## config.mk

```make
export PLATFORM = sky130hd
export DESIGN_NAME = reservation_station_table
export DESIGN_NICKNAME = d
export VERILOG_FILES = /design/src/hw/rtl/rstab_pkg.sv /design/src/hw/rtl/reservation_station_table.sv /design/src/hw/rtl/rstab_ram.sv /design/src/hw/rtl/rstab_ctrl.sv /design/src/hw/rtl/rstab_dp.sv
export SDC_FILE = /design/constraint.sdc
export NUM_CORES = 1
export LEC_CHECK = 0
export BUFFER_PORTS_ARGS = -buffer_cell sky130_fd_sc_hd__clkbuf_2
export CORE_MARGIN = 2
export CORE_UTILIZATION = 45
export CTS_CLUSTER_SIZE = 25
export DETAILED_ROUTE_END_ITERATION = 12
export PLACE_DENSITY = 0.6
export SLEW_MARGIN = 40
export SYNTH_ARGS = -nofsm -noshare
export SYNTH_HDL_FRONTEND = slang
export SYNTH_SLANG_ARGS = --single-unit
```

## constraint.sdc

```tcl
create_clock -name clk -period 10.45 [get_ports clk]
set_input_delay 2.6125 -clock clk [delete_from_list [all_inputs] [get_ports clk]]
set_output_delay 2.6125 -clock clk [all_outputs]
set_load 0.03 [all_outputs]
```

## src/hw/rtl/rstab_pkg.sv

```systemverilog
// Shared types and constants for the reservation station table.
`timescale 1ns / 1ps

package rstab_pkg;

  // Default table depth and fixed field widths
  localparam int RSTAB_ENTRIES = 16;
  localparam int NUM_W         = 32;
  localparam int TAG_W         = 8;
  localparam int CFG_W         = 5;
  localparam int OUT_IDX_W     = 4;
  localparam logic [CFG_W-1:0] ACTIVE_RESET = 5'd16;

  // Request operation codes
  typedef enum logic [1:0] {
    MODE_INSERT   = 2'd0,
    MODE_REMOVE   = 2'd1,
    MODE_WAKEUP   = 2'd2,
    MODE_SCHEDULE = 2'd3
  } mode_t;

  // One stored entry payload (valid and scheduled bits live in flops)
  typedef struct packed {
    logic [NUM_W-1:0] num;
    logic             used1;
    logic [TAG_W-1:0] tag1;
    logic             ready1;
    logic             used2;
    logic [TAG_W-1:0] tag2;
    logic             ready2;
  } entry_t;

  localparam int ENTRY_W = $bits(entry_t);

  // Controller to datapath commands
  typedef struct packed {
    logic start;
    logic issue;
    logic finish;
  } rstab_cmd_t;

  // Datapath to controller status
  typedef struct packed {
    logic scan_done;
    logic out_free;
  } rstab_sts_t;

endpackage

```

## src/hw/rtl/reservation_station_table.sv

```systemverilog
// Reservation station table: n = active entry count, saturated to ENTRIES.
// Each accepted request passes through the scan, drain and finish states before its result is registered.
// The table takes one request at a time; the entry scan reads one RAM word a cycle.
// A finished result waits in an output register; the next request is taken meanwhile.
// Reset (synchronous, active high) clears all valid and scheduled bits and
// sets active_entries to 16; entry payloads stay undefined until written.
`timescale 1ns / 1ps

module reservation_station_table #(
  parameter int ENTRIES = rstab_pkg::RSTAB_ENTRIES
) (
  input  logic                            clk,
  input  logic                            rst,
  input  logic                            cfg_wr_en,
  input  logic [rstab_pkg::CFG_W-1:0]     cfg_wr_data,
  input  logic                            in_valid,
  output logic                            in_stall,
  input  logic [1:0]                      mode,
  input  logic [rstab_pkg::NUM_W-1:0]     seq_num,
  input  logic                            src1_used,
  input  logic [rstab_pkg::TAG_W-1:0]     src1_ptag,
  input  logic                            src1_rdy,
  input  logic                            src2_used,
  input  logic [rstab_pkg::TAG_W-1:0]     src2_ptag,
  input  logic                            src2_rdy,
  input  logic [rstab_pkg::TAG_W-1:0]     broadcast_tag,
  output logic                            out_valid,
  input  logic                            out_stall,
  output logic                            has_space,
  output logic                            done_res,
  output logic [rstab_pkg::OUT_IDX_W-1:0] entry_index
);

  import rstab_pkg::*;

  rstab_cmd_t cmd;
  rstab_sts_t sts;

  // Sequence each request
  rstab_ctrl u_ctrl (
    .clk      (clk),
    .rst      (rst),
    .in_valid (in_valid),
    .in_stall (in_stall),
    .sts      (sts),
    .cmd      (cmd)
  );

  // Store entries, scan and commit
  rstab_dp #(
    .ENTRIES (ENTRIES)
  ) u_dp (
    .clk           (clk),
    .rst           (rst),
    .cmd           (cmd),
    .sts           (sts),
    .cfg_wr_en     (cfg_wr_en),
    .cfg_wr_data   (cfg_wr_data),
    .mode          (mode),
    .seq_num       (seq_num),
    .src1_used     (src1_used),
    .src1_ptag     (src1_ptag),
    .src1_rdy      (src1_rdy),
    .src2_used     (src2_used),
    .src2_ptag     (src2_ptag),
    .src2_rdy      (src2_rdy),
    .broadcast_tag (broadcast_tag),
    .out_valid     (out_valid),
    .out_stall     (out_stall),
    .has_space     (has_space),
    .done_res      (done_res),
    .entry_index   (entry_index)
  );

endmodule

```

## src/hw/rtl/rstab_ram.sv

```systemverilog
// Generic single-write, single-read RAM with registered read data.
`timescale 1ns / 1ps

module rstab_ram #(
  parameter int WIDTH = 8,
  parameter int DEPTH = 16,
  localparam int AW = (DEPTH > 1) ? $clog2(DEPTH) : 1
) (
  input  logic             clk,
  input  logic             wr_en,
  input  logic [AW-1:0]    wr_addr,
  input  logic [WIDTH-1:0] wr_data,
  input  logic             rd_en,
  input  logic [AW-1:0]    rd_addr,
  output logic [WIDTH-1:0] rd_data
);

  logic [WIDTH-1:0] mem [DEPTH];

  // Write port
  always_ff @(posedge clk) begin
    if (wr_en) begin
      mem[wr_addr] <= wr_data;
    end
  end

  // Registered read port
  always_ff @(posedge clk) begin
    if (rd_en) begin
      rd_data <= mem[rd_addr];
    end
  end

endmodule

```

## src/hw/rtl/rstab_ctrl.sv

```systemverilog
// Sequencing state machine for the reservation station table.
`timescale 1ns / 1ps

module rstab_ctrl (
  input  logic                clk,
  input  logic                rst,
  input  logic                in_valid,
  output logic                in_stall,
  input  rstab_pkg::rstab_sts_t sts,
  output rstab_pkg::rstab_cmd_t cmd
);

  import rstab_pkg::*;

  typedef enum logic [3:0] {
    ST_IDLE   = 4'b0001,
    ST_SCAN   = 4'b0010,
    ST_DRAIN  = 4'b0100,
    ST_FINISH = 4'b1000
  } state_t;

  state_t state;
  state_t state_next;

  // Next state and commands
  always_comb begin
    state_next = state;
    cmd        = '0;
    unique case (state)
      ST_IDLE: begin
        if (in_valid) begin
          cmd.start  = 1'b1;
          state_next = ST_SCAN;
        end
      end
      ST_SCAN: begin
        if (sts.scan_done) begin
          state_next = ST_DRAIN;
        end else begin
          cmd.issue = 1'b1;
        end
      end
      ST_DRAIN: begin
        state_next = ST_FINISH;
      end
      ST_FINISH: begin
        if (sts.out_free) begin
          cmd.finish = 1'b1;
          state_next = ST_IDLE;
        end
      end
      default: begin
        state_next = ST_IDLE;
      end
    endcase
  end

  // Advance state
  always_ff @(posedge clk) begin
    if (rst) begin
      state <= ST_IDLE;
    end else begin
      state <= state_next;
    end
  end

  assign in_stall = (state != ST_IDLE);

endmodule

```

## src/hw/rtl/rstab_dp.sv

```systemverilog
// Datapath: entry storage, scan pipeline, commit and result register.
`timescale 1ns / 1ps

module rstab_dp #(
  parameter int ENTRIES = rstab_pkg::RSTAB_ENTRIES
) (
  input  logic                            clk,
  input  logic                            rst,
  input  rstab_pkg::rstab_cmd_t           cmd,
  output rstab_pkg::rstab_sts_t           sts,
  input  logic                            cfg_wr_en,
  input  logic [rstab_pkg::CFG_W-1:0]     cfg_wr_data,
  input  logic [1:0]                      mode,
  input  logic [rstab_pkg::NUM_W-1:0]     seq_num,
  input  logic                            src1_used,
  input  logic [rstab_pkg::TAG_W-1:0]     src1_ptag,
  input  logic                            src1_rdy,
  input  logic                            src2_used,
  input  logic [rstab_pkg::TAG_W-1:0]     src2_ptag,
  input  logic                            src2_rdy,
  input  logic [rstab_pkg::TAG_W-1:0]     broadcast_tag,
  output logic                            out_valid,
  input  logic                            out_stall,
  output logic                            has_space,
  output logic                            done_res,
  output logic [rstab_pkg::OUT_IDX_W-1:0] entry_index
);

  import rstab_pkg::*;

  localparam int IW   = (ENTRIES > 1) ? $clog2(ENTRIES) : 1;
  localparam int CW   = $clog2(ENTRIES + 1);
  localparam int CMPW = (CW > CFG_W) ? CW : CFG_W;

  // Configuration and per-entry flags
  logic [CFG_W-1:0] active_entries;
  logic [ENTRIES-1:0] entry_valid;
  logic [ENTRIES-1:0] entry_scheduled;
  logic [CW-1:0] live;

  // Latched request
  mode_t            req_mode;
  entry_t           req_entry;
  logic [TAG_W-1:0] req_btag;

  // Scan state
  logic [CW-1:0] cnt;
  logic          s1_vld;
  logic [IW-1:0] s1_idx;
  logic          s1_valid;
  logic          found_free;
  logic          second_free;
  logic [IW-1:0] free_idx;
  logic          found_match;
  logic [IW-1:0] match_idx;

  // RAM ports
  logic          ram_wr_en;
  logic [IW-1:0] ram_wr_addr;
  entry_t        ram_wr_data;
  logic [ENTRY_W-1:0] ram_rd_raw;
  entry_t        rd_entry;
  entry_t        wake_entry;
  logic          wake_wr;
  logic          commit_ins;

  // Result values
  logic          res_space;
  logic          res_done;
  logic [IW-1:0] res_pick;

  // Saturate the active count to the built depth
  always_comb begin
    if (CMPW'(active_entries) > CMPW'(ENTRIES)) begin
      live = CW'(ENTRIES);
    end else begin
      live = CW'(active_entries);
    end
  end

  assign sts.scan_done = (cnt == live);
  assign sts.out_free  = !out_valid || !out_stall;

  assign rd_entry = entry_t'(ram_rd_raw);

  // Wakeup update of the entry under compare
  always_comb begin
    wake_entry = rd_entry;
    if (rd_entry.used1 && (rd_entry.tag1 == req_btag)) begin
      wake_entry.ready1 = 1'b1;
    end
    if (rd_entry.used2 && (rd_entry.tag2 == req_btag)) begin
      wake_entry.ready2 = 1'b1;
    end
  end

  assign wake_wr    = s1_vld && s1_valid && (req_mode == MODE_WAKEUP);
  assign commit_ins = cmd.finish && (req_mode == MODE_INSERT) && found_free;

  // Select the write: wakeup write-back during scan, insert at commit
  always_comb begin
    ram_wr_en   = wake_wr || commit_ins;
    ram_wr_addr = s1_idx;
    ram_wr_data = wake_entry;
    if (commit_ins) begin
      ram_wr_addr = free_idx;
      ram_wr_data = req_entry;
    end
  end

  rstab_ram #(
    .WIDTH (ENTRY_W),
    .DEPTH (ENTRIES)
  ) u_ram (
    .clk     (clk),
    .wr_en   (ram_wr_en),
    .wr_addr (ram_wr_addr),
    .wr_data (ram_wr_data),
    .rd_en   (cmd.issue),
    .rd_addr (cnt[IW-1:0]),
    .rd_data (ram_rd_raw)
  );

  // Form the result from the scan outcome
  always_comb begin
    res_space = found_free;
    res_done  = 1'b0;
    res_pick  = '0;
    case (req_mode)
      MODE_INSERT: begin
        res_space = second_free;
        res_done  = found_free;
        res_pick  = found_free ? free_idx : '0;
      end
      MODE_REMOVE: begin
        res_space = found_free || found_match;
        res_done  = found_match;
        res_pick  = found_match ? match_idx : '0;
      end
      MODE_WAKEUP: begin
        res_done = 1'b1;
      end
      MODE_SCHEDULE: begin
        res_done = found_match;
        res_pick = found_match ? match_idx : '0;
      end
      default: begin
        res_done = 1'b0;
      end
    endcase
  end

  // Latch request payload
  always_ff @(posedge clk) begin
    if (cmd.start) begin
      req_mode         <= mode_t'(mode);
      req_entry.num    <= seq_num;
      req_entry.used1  <= src1_used;
      req_entry.tag1   <= src1_ptag;
      req_entry.ready1 <= src1_rdy;
      req_entry.used2  <= src2_used;
      req_entry.tag2   <= src2_ptag;
      req_entry.ready2 <= src2_rdy;
      req_btag         <= broadcast_tag;
    end
  end

  // Scan pipeline: capture index and valid flag beside the RAM read
  always_ff @(posedge clk) begin
    if (rst) begin
      cnt    <= '0;
      s1_vld <= 1'b0;
    end else begin
      if (cmd.start) begin
        cnt <= '0;
      end else if (cmd.issue) begin
        cnt <= cnt + CW'(1);
      end
      s1_vld <= cmd.issue;
    end
  end

  always_ff @(posedge clk) begin
    if (cmd.issue) begin
      s1_idx   <= cnt[IW-1:0];
      s1_valid <= entry_valid[cnt[IW-1:0]];
    end
  end

  // Track first and second free entry and first match
  always_ff @(posedge clk) begin
    if (rst || cmd.start) begin
      found_free  <= 1'b0;
      second_free <= 1'b0;
      found_match <= 1'b0;
    end else if (s1_vld) begin
      if (!s1_valid) begin
        if (!found_free) begin
          found_free <= 1'b1;
        end else begin
          second_free <= 1'b1;
        end
      end
      if (s1_valid && (rd_entry.num == req_entry.num) && !found_match) begin
        found_match <= 1'b1;
      end
    end
  end

  always_ff @(posedge clk) begin
    if (s1_vld) begin
      if (!s1_valid && !found_free) begin
        free_idx <= s1_idx;
      end
      if (s1_valid && (rd_entry.num == req_entry.num) && !found_match) begin
        match_idx <= s1_idx;
      end
    end
  end

  // Configuration, entry flags and commit
  always_ff @(posedge clk) begin
    if (rst) begin
      active_entries  <= ACTIVE_RESET;
      entry_valid     <= '0;
      entry_scheduled <= '0;
    end else begin
      if (cfg_wr_en) begin
        active_entries <= cfg_wr_data;
      end
      if (cmd.finish) begin
        case (req_mode)
          MODE_INSERT: begin
            if (found_free) begin
              entry_valid[free_idx]     <= 1'b1;
              entry_scheduled[free_idx] <= 1'b0;
            end
          end
          MODE_REMOVE: begin
            if (found_match) begin
              entry_valid[match_idx] <= 1'b0;
            end
          end
          MODE_SCHEDULE: begin
            if (found_match) begin
              entry_scheduled[match_idx] <= 1'b1;
            end
          end
          default: begin
            entry_valid <= entry_valid;
          end
        endcase
      end
    end
  end

  // Result register: hold until taken
  always_ff @(posedge clk) begin
    if (rst) begin
      out_valid <= 1'b0;
    end else if (cmd.finish) begin
      out_valid <= 1'b1;
    end else if (!out_stall) begin
      out_valid <= 1'b0;
    end
  end

  always_ff @(posedge clk) begin
    if (cmd.finish) begin
      has_space   <= res_space;
      done_res    <= res_done;
      entry_index <= OUT_IDX_W'(res_pick);
    end
  end

endmodule
```

==> impl_metrics.json <==
{
  "outcome": "finished, final reports clean",
  "cp_data_arrival_time_ns": 5.27,
  "hold_depth": 2,
  "combPwrFrac_pct": 2.1,
  "post-route-min-period_ns": 5.05,
  "wirelength_um": 53200,
  "cts_post_setup_buffers_inserted": 0,
  "antenna_found_initial": 0,
  "switching_share_pct": 20.1,
  "io_buffers": 51,
  "maxCapViolCount": 0,
  "worst-path-max-fanout": 48,
  "coreArea_um2": 53700,
  "die_area_um2": 56200,
  "clockBufferDepth": 3,
  "p_sw_mw": 1.03,
  "row_count": 85,
  "final_nets": 1288,
  "r2r_cells": 7,
  "syn_to_final_growth_pct": 13.7,
  "vias": 11319,
  "rrSetupSlack_ns": 6.86,
  "initial_core_util_pct": 45.5,
  "timing.rr.end": "u_dp.u_ram.mem[3][21]",
  "final_cell_area_um2": 27800,
  "hpwl_um": 26800,
  "hold_viol_final": 0,
  "ys_warn_count": 0,
  "irDropWorstVdd_uv": 134,
  "ios": 80,
  "crit_type": "in2reg",
  "tritoncts": "yes",
  "drive_above_1_share_pct": 31.6,
  "cts_sinks": 632,
  "synth_edf_count": 597,
  "grt_pass1_wl_um": 78100,
  "synthFlopType": "edfxtp_1",
  "grt_usage_pct": 19.5,
  "wire_per_inst_um": 27.1,
  "rsz0062_at_grt": "false",
  "final_cell_mix": "597 x edfxtp_1, 165 x mux4_2, 69 x clkbuf_16",
  "overflow": 0,
  "pwr-share-clk_pct": 43.5,
  "insertedDiodeCount": 0,
  "drt_iter0_markers": 1064,
  "final_common_cell": "edfxtp_1",
  "synth_nets": 1196,
  "grt_pass1_vias": 11623,
  "ys_ff_latch": 632,
  "hold_path_class": "reg2reg",
  "synth_cells": 1123,
  "p_seq_share_pct": 54.4,
  "intPower_mw": 4.10,
  "crit_required_ns": 10.68,
  "n_fill_cell": 4166,
  "dpl-instance-area_um2": 25800,
  "slew-limit-headroom_pct": 44.3,
  "h-tree-depth": 3,
  "power_leakage_nw": 8.46,
  "worst_pin_slew_ns": 0.830,
  "synth_area_per_cell_um2": 21.8,
  "gp_congestion": 0.744,
  "startpoint_type": "primary input",
  "ant_nets": 0,
  "tns_ns": 0,
  "fin_skew_ns": 0.0237,
  "synth.cell_area_um2": 24400,
  "endpoint_kind": "register",
  "worstReg2RegStart": "u_ctrl.state[3]",
  "grt_max_degree": 61,
  "async_flop_share_pct": 0,
  "dp_cells": 1841,
  "die_h_um": 237,
  "min_from": "u_dp.second_free",
  "synth_seq_area_share_pct": 76.2,
  "die_x_um": 237,
  "setup_viol": 0,
  "cts_buffers": 68,
  "holdBufCountCts": 0,
  "period_share_pct": 48.3,
  "fin_cells": 1962,
  "cts-resized-gates": 0,
  "clk_latency_ns": 0.60,
  "clockRootBuffer": "clkbuf_16",
  "clk_pin_slew_worst_paths_ns": 0.06,
  "avgViaCountPerCell": 5.77,
  "max_freq_mhz": 198,
  "power_density_nw_per_um2": 185,
  "slew_violations": 0,
  "dr.pass1.iters": 5,
  "synth_cell_types": 47,
  "drc": 0,
  "holdPathEnd": "u_dp.second_free"
}
## kinds of logic after synthesis
family	count (synthesis)	share of synthesized area, %
XOR/XNOR	38	1.36
flip-flops	632	76.2
adder cells (fa/ha/maj)	1	0.0512
AND/OR/NAND/NOR	122	2.71
multiplexers	204	17.0
AO/OA/AOI/OAI	62	1.63
buffers and inverters	64	1.05
## cell type report
type,instances,area (um2),share of cell area (%)
Clock inverter,31,231,0.833
Timing Repair Buffer,78,502,1.81
Tap cell,696,871,3.13
Inverter,8,32.5,0.117
Clock buffer,90,1810,6.50
Sequential cell,632,18600,67.1
Multi-Input combinational cell,427,5710,20.6
## stage by stage
stage               util [%]  worst slack, ns  hold WS [ns]  total power, mW
floorplan                  -             5.08         0.432             2.91
global placement        47.8             4.59         0.454             2.95
detailed placement      48.0             4.76         0.457             2.96
CTS                     51.8             5.37         0.472             5.19
global route            51.8             5.25         0.510             5.29
finish                  51.8             5.40         0.472             5.14
## registers in the layout, indices dropped and copies added, names as in the netlist, 2 cells and up
signal,count
u_dp.active_entries,5
u_dp.cnt,5
u_ctrl.state,4
u_dp.req_entry,32
u_dp.u_ram.rd_data,32
u_dp.req_mode,2
u_dp.entry_valid,16
u_dp.s1_idx,4
u_dp.match_idx,4
u_dp.free_idx,4
u_dp.u_ram.mem,512
u_dp.entry_index,4
## power by group through the flow
stage / combinational, mW / sequential (mW) / clock [mW]
floorplan: 0.0747 / 2.83 / 0
detailed placement: 0.112 / 2.85 / 0
CTS: 0.112 / 2.79 / 2.28
global placement: 0.107 / 2.85 / 0
global route: 0.120 / 2.79 / 2.38
finish: 0.109 / 2.79 / 2.24
## worst max-delay path by stage
stage | to | cells after the start | start | slack [ns]
2_1_floorplan | u_dp.u_ram.mem[13][20] | 6 | out_stall | 5.08
3_3_place_gp | u_dp.u_ram.mem[6][21] | 8 | out_stall | 4.59
3_5_place_dp | u_dp.u_ram.mem[6][30] | 8 | out_stall | 4.76
4_1_cts | u_dp.u_ram.mem[6][27] | 8 | out_stall | 5.37
5_1_grt | u_dp.u_ram.mem[6][20] | 8 | out_stall | 5.25
6_report | u_dp.u_ram.mem[6][20] | 8 | out_stall | 5.40
## metal layers
metal  wire (um)  track usage [%]  vias to the layer above  share of wire [%]
met4         969             5.56                        0                1.8
met3        2550             3.08                       74                4.8
met2       26400             31.7                      293                 50
met1       23300             27.4                     6064                 44
li1            -                -                     4888                  -
met5           0                0                        -                  0
## critical path, cell delays in order
cell and delay, ns:
clkbuf_2 0.10, nand2_1 0.09, nand4_1 0.11, buf_4 0.66, and3b_1 0.27, o21ai_1 0.23, nor2_4 0.64, buf_4 0.52
## synth_stat cells, types with 6 or more instances
| master | instances | area, um2 |
|---|---|---|
| inv_1 | 8 | 30.0 |
| buf_1 | 13 | 48.8 |
| mux2i_1 | 6 | 60.1 |
| dfxtp_1 | 35 | 701 |
| nand2b_1 | 7 | 43.8 |
| xor2_1 | 30 | 263 |
| xnor2_1 | 8 | 70.1 |
| nor3_1 | 7 | 35.0 |
| edfxtp_1 | 597 | 17900 |
| mux4_2 | 165 | 3720 |
| a21oi_1 | 20 | 100 |
| nand3_1 | 9 | 45.0 |
| buf_2 | 8 | 40.0 |
| a311oi_1 | 12 | 105 |
| o21ai_0 | 13 | 65.1 |
| nor2b_1 | 8 | 50.1 |
| clkbuf_1 | 34 | 128 |
| nor2_1 | 43 | 161 |
| nor4_1 | 9 | 56.3 |
| mux2_2 | 33 | 372 |
| nand2_1 | 13 | 48.8 |
Note: power is estimated with default switching activity, not from simulation.
